`src/rtl/i2c_prs_pkg.sv`:
```
`timescale 1ns / 1ps
`default_nettype none
// ----------------------------------------------------------------------------
// i2c_prs_pkg
// Types, codes and the register map of the I2C PMIC register target.
// ----------------------------------------------------------------------------
package i2c_prs_pkg;

  localparam int unsigned ADDR_W   = 7;
  localparam int unsigned BYTE_W   = 8;
  localparam int unsigned CNT_W    = 4;
  localparam int unsigned ACTION_W = 2;
  localparam int unsigned DRIVE_W  = 2;

  localparam logic [ADDR_W-1:0] DEV_ADDR_RESET = 7'd72;
  localparam logic [CNT_W-1:0]  BITS_PER_BYTE  = 4'd8;

  localparam logic [ACTION_W-1:0] ACT_BIT0  = 2'd0;
  localparam logic [ACTION_W-1:0] ACT_BIT1  = 2'd1;
  localparam logic [ACTION_W-1:0] ACT_START = 2'd2;
  localparam logic [ACTION_W-1:0] ACT_STOP  = 2'd3;

  localparam logic [DRIVE_W-1:0] DRIVE_LOW   = 2'd0;
  localparam logic [DRIVE_W-1:0] DRIVE_HIGH  = 2'd1;
  localparam logic [DRIVE_W-1:0] DRIVE_FLOAT = 2'd2;

  localparam logic [BYTE_W-1:0] REG_03   = 8'd3;
  localparam logic [BYTE_W-1:0] REG_04   = 8'd4;
  localparam logic [BYTE_W-1:0] REG_07   = 8'd7;
  localparam logic [BYTE_W-1:0] REG_12   = 8'd12;
  localparam logic [BYTE_W-1:0] REG_13   = 8'd13;
  localparam logic [BYTE_W-1:0] REG_14   = 8'd14;
  localparam logic [BYTE_W-1:0] REG_GPIO = 8'd16;

  typedef enum logic [1:0] {
    PHASE_WAIT_ADDR = 2'd0,
    PHASE_RECEIVE   = 2'd1,
    PHASE_SEND      = 2'd2,
    PHASE_IDLE      = 2'd3
  } phase_t;

  function automatic logic [BYTE_W-1:0] reg_read(input logic [BYTE_W-1:0] idx,
                                                 input logic button);
    logic [BYTE_W-1:0] val;
    val = 8'h00;
    case (idx)
      REG_03, REG_04: val = 8'hFF;
      REG_07:         val = 8'h1B;
      REG_12:         val = 8'h72;
      REG_13:         val = 8'h68;
      REG_14:         val = 8'h88;
      REG_GPIO:       val = {7'd0, ~button};
      default:        val = 8'h00;
    endcase
    return val;
  endfunction

endpackage
`default_nettype wire

```
`src/rtl/i2c_pmic_register_slave.sv`:
```
`timescale 1ns / 1ps
`default_nettype none
// ----------------------------------------------------------------------------
// i2c_pmic_register_slave
// Bit-level I2C target: address match, register pointer load, read-back of a
// fixed register map with a power button GPIO bit.
// ----------------------------------------------------------------------------
// Channel   Handshake                    Payload
// in        in_valid / in_stall (out)    action[1:0], power_button
// out       out_valid / out_stall (in)   bus_drive[1:0]
// cfg       cfg_wr_en                    cfg_wr_data[6:0] (device address)
//
// One item per cycle while in_stall is low; its result is registered in the
// output register or skid. Bus state updates in the same single pass.
// A two-entry output buffer (register plus skid) absorbs one stalled result;
// in_stall rises only when both entries are full.
// rst is synchronous, active high, and restores the device address to 72.
// ----------------------------------------------------------------------------
module i2c_pmic_register_slave (
  input  wire logic                             clk,
  input  wire logic                             rst,
  input  wire logic                             cfg_wr_en,
  input  wire logic [i2c_prs_pkg::ADDR_W-1:0]   cfg_wr_data,
  input  wire logic                             in_valid,
  output logic                                  in_stall,
  input  wire logic [i2c_prs_pkg::ACTION_W-1:0] action,
  input  wire logic                             power_button,
  output logic                                  out_valid,
  input  wire logic                             out_stall,
  output logic [i2c_prs_pkg::DRIVE_W-1:0]       bus_drive
);

  logic [i2c_prs_pkg::ADDR_W-1:0]  device_address;
  logic [i2c_prs_pkg::BYTE_W-1:0]  shift_byte, shift_byte_next;
  logic [i2c_prs_pkg::CNT_W-1:0]   bits_left, bits_left_next;
  i2c_prs_pkg::phase_t             bus_phase, bus_phase_next;
  logic [i2c_prs_pkg::BYTE_W-1:0]  register_pointer, register_pointer_next;
  logic                            pointer_loaded, pointer_loaded_next;
  logic [i2c_prs_pkg::DRIVE_W-1:0] drive_next;
  logic [i2c_prs_pkg::DRIVE_W-1:0] skid_drive;
  logic                            skid_valid;
  logic                            in_acc, out_fire, data_evt;
  logic [i2c_prs_pkg::CNT_W-1:0]   bits_dec;
  logic [2:0]                      bit_sel;

  assign in_stall = skid_valid;
  assign in_acc   = in_valid && !skid_valid;
  assign out_fire = out_valid && !out_stall;
  assign data_evt = (action == i2c_prs_pkg::ACT_BIT0 || action == i2c_prs_pkg::ACT_BIT1)
                    && bus_phase != i2c_prs_pkg::PHASE_IDLE;
  assign bits_dec = bits_left - 4'd1;
  assign bit_sel  = bits_dec[2:0];

  // next state
  always_comb begin
    shift_byte_next       = shift_byte;
    bits_left_next        = bits_left;
    bus_phase_next        = bus_phase;
    register_pointer_next = register_pointer;
    pointer_loaded_next   = pointer_loaded;
    if (action == i2c_prs_pkg::ACT_START) begin
      bus_phase_next = i2c_prs_pkg::PHASE_WAIT_ADDR;
      bits_left_next = i2c_prs_pkg::BITS_PER_BYTE;
    end else if (data_evt) begin
      if (bus_phase != i2c_prs_pkg::PHASE_SEND) begin
        shift_byte_next = {shift_byte[6:0], action[0]};
      end
      bits_left_next = bits_dec;
      if (bits_dec == '0) begin
        bits_left_next = i2c_prs_pkg::BITS_PER_BYTE;
        case (bus_phase)
          i2c_prs_pkg::PHASE_WAIT_ADDR: begin
            if (shift_byte_next[7:1] == device_address) begin
              if (shift_byte_next[0]) begin
                bus_phase_next  = i2c_prs_pkg::PHASE_SEND;
                shift_byte_next = i2c_prs_pkg::reg_read(register_pointer, power_button);
              end else begin
                bus_phase_next = i2c_prs_pkg::PHASE_RECEIVE;
              end
            end else begin
              bus_phase_next = i2c_prs_pkg::PHASE_IDLE;
            end
          end
          i2c_prs_pkg::PHASE_RECEIVE: begin
            if (pointer_loaded) begin
              pointer_loaded_next = 1'b0;
            end else begin
              register_pointer_next = shift_byte_next;
              pointer_loaded_next   = 1'b1;
            end
          end
          default: begin
            pointer_loaded_next = 1'b0;
          end
        endcase
      end
    end
  end

  // output
  always_comb begin
    drive_next = i2c_prs_pkg::DRIVE_FLOAT;
    if (data_evt && bus_phase == i2c_prs_pkg::PHASE_SEND) begin
      drive_next = shift_byte[bit_sel] ? i2c_prs_pkg::DRIVE_HIGH : i2c_prs_pkg::DRIVE_LOW;
    end
  end

  always_ff @(posedge clk) begin
    if (rst) begin
      device_address   <= i2c_prs_pkg::DEV_ADDR_RESET;
      shift_byte       <= '0;
      bits_left        <= i2c_prs_pkg::BITS_PER_BYTE;
      bus_phase        <= i2c_prs_pkg::PHASE_WAIT_ADDR;
      register_pointer <= '0;
      pointer_loaded   <= 1'b0;
    end else begin
      if (cfg_wr_en) begin
        device_address <= cfg_wr_data;
      end
      if (in_acc) begin
        shift_byte       <= shift_byte_next;
        bits_left        <= bits_left_next;
        bus_phase        <= bus_phase_next;
        register_pointer <= register_pointer_next;
        pointer_loaded   <= pointer_loaded_next;
      end
    end
  end

  // result register and skid
  always_ff @(posedge clk) begin
    if (rst) begin
      out_valid  <= 1'b0;
      skid_valid <= 1'b0;
    end else begin
      if (in_acc) begin
        if (out_valid && !out_fire) begin
          skid_valid <= 1'b1;
        end else begin
          out_valid <= 1'b1;
        end
      end else if (out_fire) begin
        out_valid  <= skid_valid;
        skid_valid <= 1'b0;
      end
    end
  end

  always_ff @(posedge clk) begin
    if (in_acc) begin
      if (out_valid && !out_fire) begin
        skid_drive <= drive_next;
      end else begin
        bus_drive <= drive_next;
      end
    end else if (out_fire && skid_valid) begin
      bus_drive <= skid_drive;
    end
  end

  a_bits_range: assert property (@(posedge clk) disable iff (rst)
    bits_left != 4'd0 && bits_left <= i2c_prs_pkg::BITS_PER_BYTE)
    else $error("bit count out of range");

  a_skid_behind_out: assert property (@(posedge clk) disable iff (rst)
    skid_valid |-> out_valid)
    else $error("skid holds an item while output register is empty");

  a_start_rearms: assert property (@(posedge clk) disable iff (rst)
    (in_acc && action == i2c_prs_pkg::ACT_START) |=>
      (bus_phase == i2c_prs_pkg::PHASE_WAIT_ADDR && bits_left == i2c_prs_pkg::BITS_PER_BYTE))
    else $error("start did not re-arm address matching");

  a_drive_only_send: assert property (@(posedge clk) disable iff (rst)
    (in_acc && bus_phase != i2c_prs_pkg::PHASE_SEND) |-> drive_next == i2c_prs_pkg::DRIVE_FLOAT)
    else $error("bus driven outside read phase");

endmodule
`default_nettype wire
```
`config.mk`:
```
export PLATFORM = sky130hd
export DESIGN_NAME = i2c_pmic_register_slave
export DESIGN_NICKNAME = d
export VERILOG_FILES = /design/src/rtl/i2c_prs_pkg.sv /design/src/rtl/i2c_pmic_register_slave.sv
export SDC_FILE = /design/constraint.sdc
export NUM_CORES = 1
export LEC_CHECK = 0
export BUFFER_PORTS_ARGS = -buffer_cell sky130_fd_sc_hd__buf_4
export CAP_MARGIN = 40
export CORE_MARGIN = 2
export CORE_UTILIZATION = 53
export DETAILED_ROUTE_END_ITERATION = 8
export PLACE_DENSITY = 0.75
export SYNTH_ARGS = -nofsm -noshare
export SYNTH_HDL_FRONTEND = slang
export SYNTH_SLANG_ARGS = --single-unit
export TNS_END_PERCENT = 30
```
`constraint.sdc`:
```
create_clock -name clk -period 2.4 [get_ports clk]
set_clock_uncertainty 0.05 [all_clocks]
set_input_delay 0.12 -clock clk [delete_from_list [all_inputs] [get_ports clk]]
set_output_delay 0.12 -clock clk [all_outputs]
set_load 0.01 [all_outputs]
```
==> results.toml, run 1 <==
[drt]
drc = 0
vias = 1889
routed_wl_um = 4960
wl_per_cell_um = 15.3
viasPerCell = 5.83
ant_nets = 0
first_pass_iters = 4
drt_iter0_drc = 110

[yosys]
synth_most_common_cell = "nor2_1"
synth_top_cell_by_area = "dfxtp_1"
yosys.cell_types.count = 46
async_flop_share_pct = 0
yosysSeqAreaShare_pct = 36.6
syn-num-nets = 256
syn_inst = 239
synthTopCellsByArea = "dfxtp_1 31%, nor2_1 6.5%, mux2i_1 5.8%, edfxtp_1 5.8%, a21oi_1 4.1%"
synthDominantCellAreaShare_pct = 30.9
yosysWarningCount = 0
netlist_area_mm2 = 0.00208
ys_top_cells_by_count = "36 x nor2_1, 32 x dfxtp_1, 17 x a21oi_1"
ys_dominant_reg_cell = "dfxtp_1"
ys_ff_latch = 36
syn_area_per_cell_um2 = 8.69
synth_edf_count = 4

[clocking]
cts_root_buf = "clkbuf_8"
clk_pin_slew_worst_paths_ns = 0.07
cts_num_sinks = 36
clk_path_buf_depth = 2
cts_tree = "yes"
clock_latency_ns = 0.29
cts_inserted_buffers = 5
htreeDepth = 2

[setup_path]
arrival_ns = 2.47
r2r_slack_ns = 0.08
cp-end-kind = "flop"
startpoint_type = "flop"
slowest_delay_ns = 0.48
path_class = "reg2reg"
path_delay_family = "simple AND/OR/NAND/NOR gates"
cp_num_buf_inv = 1
cp_max_fo = 6
slowest_stage = "or4b_4"
crit_required_ns = 2.55
crit_path_cell_trace = "buf_4 -> o21a_1 -> o41ai_4 -> and3_4 -> and3_1 -> or4b_4 -> a311oi_1"

[timing]
setup-tns-final_ns = 0
finalSetupViolations = 0
worst_slack_ns = 0.0809
max_freq_mhz = 431
hold_viol = 0
final.period_utilization_pct = 96.6
min_period_ns = 2.32
slew_violations = 0
slew_headroom_pct = 62.7
worstMarginPinSlew_ns = 0.557

[place]
gp_congestion = 0.852
preCtsSetupSlack_ns = 0.0306
dpl_cell_area_mm2 = 0.00234
dp_hpwl_um = 3480
port_buffers = 18

[status]
status = "completed"

[global_routing]
grt_pass1_wl_um = 8160
grt_max_degree = 33
antenna_found_initial = 0
grt_use_total_pct = 24.9
overflow = 0
grt_pass1_vias = 1768

[pwr]
peakVddDrop_mv = 0.395
pwr-share-clk_pct = 31.1
switchingPower_mw = 0.415
switching_share_pct = 28.6
internal_power_mw = 1.04
power_frac_comb_pct = 22.2
leakage_nw = 0.929
seqPwrFrac_pct = 46.7
power-per-cell-area_mw_per_mm2 = 569

[cells_and_area]
finalInstanceArea_mm2 = 0.00256
regArea_um2 = 763
drive_above_1_share_pct = 23.9
multi_input_area_mm2 = 0.00130
area_delta_synth_final_pct = 23.1
diodes = 0
nNetsFinal = 292
n_fill_cell = 311

[die]
start_util_pct = 55.9
die_area_mm2 = 0.00443
core_region_area_mm2 = 0.00372
pin_count = 19
chipWidth_um = 66.6
rows = 22
die_h_um = 66.6

[flow_run]
maxCapViolCount = 0

[min_path]
hold_class = "in2reg"
-- metal layers --
layer	wire, um	GRT usage, %	part of all wire [%]
met5	0	0	0
met4	108	11.2	2.2
met3	303	5.91	6.1
met2	2310	38.8	47
met1	2240	32.5	45
-- logic make-up (layout without fill, tap and decap cells) --
logic type,count (synthesis),after routing,share of synthesized area (%)
DFF,36,36,36.6
AOI/OAI and AO/OA,61,61,20.6
buffers and inverters,19,56,4.16
xor gates and xnor gates,10,10,4.22
adders and majority gates,2,2,1.21
and+or+nand+nor,94,94,23.0
muxes,17,17,10.2
-- state kept, by name, indices dropped and copies added, names as in the netlist --
signal,count
bits_left,4
bus_drive,2
bus_phase,2
device_address,7
in_stall,1
out_valid,1
pointer_loaded,1
register_pointer,8
shift_byte,8
skid_drive,2
-- area by class of cell --
cell class	count	area share [%]
multi-input combinational	184	51.0
sequential	36	29.9
timing repair buffer	41	12.2
inverter	7	1.03
tap	48	2.35
clock buffer	8	3.52
-- timing repair --
action / CTS / global route
hold endpoints to repair: 2 / 0
hold buffers: 2 / 0
gates resized for setup: 1 / 14
buffers inserted: 0 / 5
setup endpoints to repair: 2 / 7
pin swaps: 0 / 6
-- worst min-delay path, stage by stage --
cell,delay [ns]
buf_4,0.08
mux2i_1,0.05
nor2_1,0.07
-- metrics by stage --
step | std cells | util [%] | hold WS [ns] | total power, mW
detailed placement | 309 | 63.0 | 0.281 | 0.980
CTS | 319 | 66.1 | 0.00493 | 1.43
floorplan | 239 | - | 0.188 | 0.877
finish | 324 | 68.8 | 0.00820 | 1.45
global route | 324 | 68.8 | 0.0540 | 1.53
global placement | 309 | 63.0 | 0.276 | 0.977
-- power groups by stage --
stage	clock network [mW]	logic [mW]	registers, mW
2_1_floorplan	0	0.191	0.686
3_3_place_gp	0	0.288	0.689
3_5_place_dp	0	0.291	0.690
4_1_cts	0.463	0.296	0.676
5_1_grt	0.490	0.357	0.684
6_report	0.452	0.323	0.679
-- final timing paths --
| check | from | to | cells past startpoint |
|---|---|---|---|
| max reg2reg | bits_left[0] | shift_byte[6] | 7 |
| min reg2reg | register_pointer[5] | register_pointer[5] | 2 |
| max | bits_left[0] | shift_byte[6] | 7 |
| min | cfg_wr_data[2] | device_address[2] | 3 |
-- cell usage in the layout (no fill, tap or decap), types with 4 or more instances in the layout --
cell type / count
edfxtp_1: 4
a21oi_1: 17
nand2_1: 15
nor2_1: 36
inv_1: 7
nand2b_1: 8
a311oi_1: 5
dfxtp_1: 30
o21bai_1: 6
xnor2_1: 7
buf_4: 39
clkbuf_8: 6
mux2i_1: 11
o21ai_0: 9
nor2b_1: 5
No activity file was read; power rests on OpenSTA's default activity.
==> inputs of run 2 (changes only) <==
--- a/config.mk
+++ b/config.mk
@@ -5,10 +5,11 @@
 export SDC_FILE = /design/constraint.sdc
 export NUM_CORES = 1
 export LEC_CHECK = 0
-export BUFFER_PORTS_ARGS = -buffer_cell sky130_fd_sc_hd__buf_4
+export BUFFER_PORTS_ARGS = -buffer_cell sky130_fd_sc_hd__buf_2
 export CAP_MARGIN = 40
 export CORE_MARGIN = 2
 export CORE_UTILIZATION = 53
+export CTS_CLUSTER_SIZE = 25
 export DETAILED_ROUTE_END_ITERATION = 8
 export PLACE_DENSITY = 0.75
 export SYNTH_ARGS = -nofsm -noshare
==> results.toml, run 2 (synthesis gave the netlist of run 1 again) <==
[die]
die_h_um = 66.6
rows = 22
chipWidth_um = 66.6
start_util_pct = 55.9
die_area_mm2 = 0.00443
core_region_area_mm2 = 0.00372
pin_count = 19

[global_routing]
grt_max_degree = 33
overflow = 0
grt_use_total_pct = 24.0
antenna_found_initial = 0
grt_pass1_vias = 1793
grt_busiest_layer = "met2"
grt_pass1_wl_um = 8020
met2_usage_pct = 39.3
use_met1_pct = 30.2
grt.met3_usage_pct = 4.73

[clocking]
cts_tree = "yes"
clock_latency_ns = 0.29
cts_root_buf = "clkbuf_8"
clk_path_buf_depth = 2
cts_inserted_buffers = 5
cts_num_sinks = 36
htreeDepth = 2
clk_pin_slew_worst_paths_ns = 0.07

[min_path]
hold_end = "device_address[1]"
worstHoldStart = "cfg_wr_data[1]"
worstHoldPathCells = 3
hold_class = "in2reg"

[setup_path]
path_class = "reg2reg"
path_depth = 7
r2r-end = "shift_byte[6]"
startpoint_type = "flop"
cp_max_fo = 6
crit_required_ns = 2.55
arrival_ns = 2.52
cp_common_cell = "and3_4"
slowest_delay_ns = 0.48
rr_worst_depth = 7
slowest_stage = "or4b_4"
crit_path_cell_trace = "buf_6 -> o21a_1 -> o41ai_4 -> and3_4 -> and3_4 -> or4b_4 -> a311oi_2"
r2r_slack_ns = 0.03
r2r-start = "bits_left[0]"
cp_num_buf_inv = 1
cp-end-kind = "flop"
path_delay_family = "simple AND/OR/NAND/NOR gates"

[place]
preCtsSetupSlack_ns = -0.0984
port_buffers = 18
dp.cells = 309
dp_hpwl_um = 3450
gp_congestion = 0.928

[cells_and_area]
final_common_cell = "nor2_1"
final_cell_mix = "36 x nor2_1, 30 x dfxtp_1, 20 x buf_4, 18 x buf_2, 17 x a21oi_1"
drive_above_1_share_pct = 24.3
top_regs = "register_pointer x8, shift_byte x8, device_address x7"
fin_cells = 324
multi_input_area_mm2 = 0.00130
n_fill_cell = 327
regArea_um2 = 763
nNetsFinal = 292
utilization_pct = 67.9
area_delta_synth_final_pct = 21.6
diodes = 0

[pwr]
peakVddDrop_mv = 0.470
leakage_nw = 0.915
power-per-cell-area_mw_per_mm2 = 577
finalPower_mw = 1.46

[timing]
worstMarginPinSlew_ns = 0.643
rsz0062_at_grt = "true"
min_period_ns = 2.37
worst_slack_ns = 0.0343
final.period_utilization_pct = 98.6
slew_headroom_pct = 57.2
setup-tns-final_ns = 0
max_freq_mhz = 423
slew_violations = 0
hold_viol = 0
finalSetupViolations = 0

[drt]
wl_per_cell_um = 15.0
routed_wl_um = 4850
drc = 0
first_pass_iters = 4
viasPerCell = 5.78
vias = 1874
ant_nets = 0
drt_iter0_drc = 107

[flow_run]
maxCapViolCount = 0

[status]
status = "completed"
-- run 2: layout make-up --
type	instances	area share [%]
tap	48	2.38
clock buffer	8	3.97
multi-input combinational	184	51.6
sequential	36	30.2
timing repair buffer	41	10.8
inverter	7	1.04
-- run 2: metrics by stage --
step           hold WS [ns]  area (um2)
2_1_floorplan         0.188        2090
3_3_place_gp          0.276        2300
3_5_place_dp          0.277        2300
4_1_cts              0.0111        2440
5_1_grt              0.0385        2520
6_report             0.0188        2520
-- run 2: worst max-delay path by stage --
stage                     slack [ns]          from       endpoint
after floorplan                 0.01  bits_left[0]  shift_byte[5]
after detailed placement        -0.1  bits_left[1]  shift_byte[5]
final                           0.03  bits_left[0]  shift_byte[6]
after global routing           -0.05  bits_left[1]  shift_byte[6]
after CTS                      0.007  bus_phase[1]  shift_byte[5]
after global placement          0.02  bits_left[1]  shift_byte[5]
-- run 2: repair_timing --
item                                    4_1_cts  5_1_grt
pin swaps                                     0       11
resized for setup                             5       11
buffers inserted                              0        5
hold buffers                                  2        0
endpoints found under the setup margin        3        5
endpoints found under the hold margin         2        0
-- run 2: worst reg2reg max path, cell delays in order, from the launching register on --
cell and delay [ns]:
dfxtp_1 0.32, buf_6 0.13, o21a_1 0.19, o41ai_4 0.37, and3_4 0.28, and3_4 0.18, or4b_4 0.48, a311oi_2 0.27
-- run 2: per-layer routing --
layer	vias up	part of all wire [%]
li1	949	-
met1	867	43
met2	49	48
met3	9	7.6
met4	0	1.4
met5	-	0
-- run 2: where the power goes --
part,switching [mW],total [mW],internal (mW)
registers,0.0346,0.677,0.642
logic,0.161,0.312,0.151
clock network,0.205,0.467,0.262
==> inputs of run 3 (changes only) <==
--- a/config.mk
+++ b/config.mk
@@ -5,6 +5,7 @@
 export SDC_FILE = /design/constraint.sdc
 export NUM_CORES = 1
 export LEC_CHECK = 0
+export ABC_AREA = 1
 export BUFFER_PORTS_ARGS = -buffer_cell sky130_fd_sc_hd__buf_2
 export CAP_MARGIN = 40
 export CORE_MARGIN = 2
==> results.toml, run 3 <==
[status]
status = "completed"

[global_routing]
overflow = 0
grt_pass1_wl_um = 8020
grt_max_degree = 19
antenna_found_initial = 0
grt_use_total_pct = 24.3
grt_pass1_vias = 1777

[yosys]
yosysWarningCount = 0
synthDominantCellAreaShare_pct = 31.1
ys_ff_latch = 36
syn-num-nets = 323
netlist_area_mm2 = 0.00206
synth_top_cell_by_area = "dfxtp_1"
syn_inst = 306
syn_area_per_cell_um2 = 6.73
yosysSeqAreaShare_pct = 37.0
ys_dominant_reg_cell = "dfxtp_1"
yosys.cell_types.count = 32
ys_top_cells_by_count = "73 x nand2_1, 42 x inv_1, 32 x dfxtp_1"
synth_most_common_cell = "nand2_1"
synth_edf_count = 4
synthTopCellsByArea = "dfxtp_1 31%, nand2_1 13%, inv_1 7.7%, a21oi_1 7.3%, nand3_1 7.1%"
async_flop_share_pct = 0

[pwr]
peakVddDrop_mv = 0.341
switching_share_pct = 29.6
leakage_nw = 1.09
internal_power_mw = 0.913
power_frac_comb_pct = 16.8
seqPwrFrac_pct = 51.0
switchingPower_mw = 0.384
power-per-cell-area_mw_per_mm2 = 561
pwr-share-clk_pct = 32.2

[clocking]
htreeDepth = 2
clock_latency_ns = 0.29
clk_path_buf_depth = 2
clk_pin_slew_worst_paths_ns = 0.07
cts_inserted_buffers = 5
cts_tree = "yes"
cts_num_sinks = 36
cts_root_buf = "clkbuf_8"

[setup_path]
crit_required_ns = 2.54
cp_common_cell = "nand2_1"
path_class = "reg2reg"
r2r-end = "shift_byte[1]"
r2r-start = "bus_phase[1]"
cp_max_fo = 13
rr_worst_depth = 13
arrival_ns = 2.21
slowest_delay_ns = 0.47
slowest_stage = "dfxtp_2"
cp-end-kind = "flop"
r2r_slack_ns = 0.33
startpoint_type = "flop"
crit_path_cell_trace = "nand2_2 -> nand2_1 -> nand2_1 -> nand2_1 -> nand2_1 -> nor2_1 -> nand2_2 -> nor2_8 -> nand3_4 -> nand2_1 -> nand3_1 -> nand2_1 -> inv_1"

[drt]
drc = 0
drt_iter0_drc = 100
routed_wl_um = 4730
viasPerCell = 5.29
vias = 2012
ant_nets = 0
wl_per_cell_um = 12.4
first_pass_iters = 5

[cells_and_area]
final_cell_mix = "73 x nand2_1, 42 x inv_1, 31 x dfxtp_1, 30 x a21oi_1, 29 x nand3_1"
utilization_pct = 62.7
final_common_cell = "nand2_1"
finalInstanceArea_mm2 = 0.00231
drive_above_1_share_pct = 14.8
area_delta_synth_final_pct = 12.3
nNetsFinal = 348
top_regs = "register_pointer x8, shift_byte x8, device_address x7"
diodes = 0

[timing]
worstMarginPinSlew_ns = 0.427
finalSetupViolations = 0
min_period_ns = 2.07
slew_headroom_pct = 71.5
slew_violations = 0
hold_viol = 0
worst_slack_ns = 0.330
rsz0062_at_grt = "false"
max_freq_mhz = 483
setup-tns-final_ns = 0
final.period_utilization_pct = 86.2

[die]
die_area_mm2 = 0.00440
pin_count = 19
chipWidth_um = 66.3
die_h_um = 66.3
core_region_area_mm2 = 0.00369
start_util_pct = 55.8
rows = 22

[place]
dpl_cell_area_mm2 = 0.00220
preCtsSetupSlack_ns = 0.170
gp_congestion = 0.890
dp_hpwl_um = 3670
port_buffers = 18

[min_path]
hold_end = "device_address[6]"
worstHoldPathCells = 2
worstHoldStart = "cfg_wr_en"
hold_class = "in2reg"

[flow_run]
maxCapViolCount = 0
run 3: cell families (layout without fill, tap and decap cells):
logic type                 count (synthesis)  count (layout)  synth area share, %
xor gates and xnor gates                   2               2                0.851
AOI/OAI and AO/OA                         59              59                 15.3
and+or+nand+nor                          154             154                 35.4
adders and majority gates                  2               2                 1.22
DFF                                       36              36                 37.0
buffers and inverters                     53              79                 10.3
run 3: area by class of cell:
class | count | area (um2)
sequential | 36 | 762
fill | 370 | 1380
multi-input combinational | 217 | 1090
inverter | 47 | 179
clock buffer | 5 | 68.8
clock inverter | 3 | 13.8
timing repair buffer | 24 | 143
tap | 48 | 60.1
run 3: how the worst max path moves through the flow:
stage / startpoint / to / slack (ns) / cells after the start
6_report: bus_phase[1] / shift_byte[1] / 0.33 / 13
5_1_grt: bits_left[0] / register_pointer[2] / 0.08 / 10
4_1_cts: bus_phase[1] / shift_byte[1] / 0.16 / 13
3_5_place_dp: bus_phase[1] / shift_byte[1] / 0.17 / 13
3_3_place_gp: bus_phase[1] / shift_byte[1] / 0.20 / 13
2_1_floorplan: bits_left[0] / shift_byte[1] / 0.63 / 11
run 3: routing by layer:
metal,GRT usage [%],routed length (um),vias up
met1,30.9,2170,898
li1,-,-,1052
met3,5.11,243,5
met2,40.8,2260,57
met5,0,0,-
met4,7.65,62,0
run 3: metrics by stage:
step | hold WS, ns | cells | total power [mW]
floorplan | 0.181 | 306 | 0.828
global placement | 0.278 | 369 | 0.884
detailed placement | 0.286 | 369 | 0.887
CTS | 0.0372 | 380 | 1.30
global route | 0.0405 | 380 | 1.36
finish | 0.0396 | 380 | 1.30
run 3: critical path: cells and delay by family (launching register included):
family | cells | cell delay [ns]
buffers and inverters | 1 | 0.04
DFF | 1 | 0.47
and+or+nand+nor | 12 | 1.40
run 3: power groups by stage:
| stage | Clock, mW | Sequential [mW] | Combinational [mW] |
|---|---|---|---|
| 3_3_place_gp | 0 | 0.673 | 0.211 |
| 2_1_floorplan | 0 | 0.670 | 0.158 |
| 5_1_grt | 0.447 | 0.664 | 0.250 |
| 3_5_place_dp | 0 | 0.674 | 0.214 |
| 4_1_cts | 0.423 | 0.660 | 0.218 |
| 6_report | 0.418 | 0.661 | 0.218 |
run 3: timing repair:
item | in CTS | in global routing
buffers inserted | 0 | 0
hold buffers | 3 | 0
endpoints found under the hold margin | 3 | 0
gates resized for setup | 0 | 1
setup endpoints to repair | 0 | 7
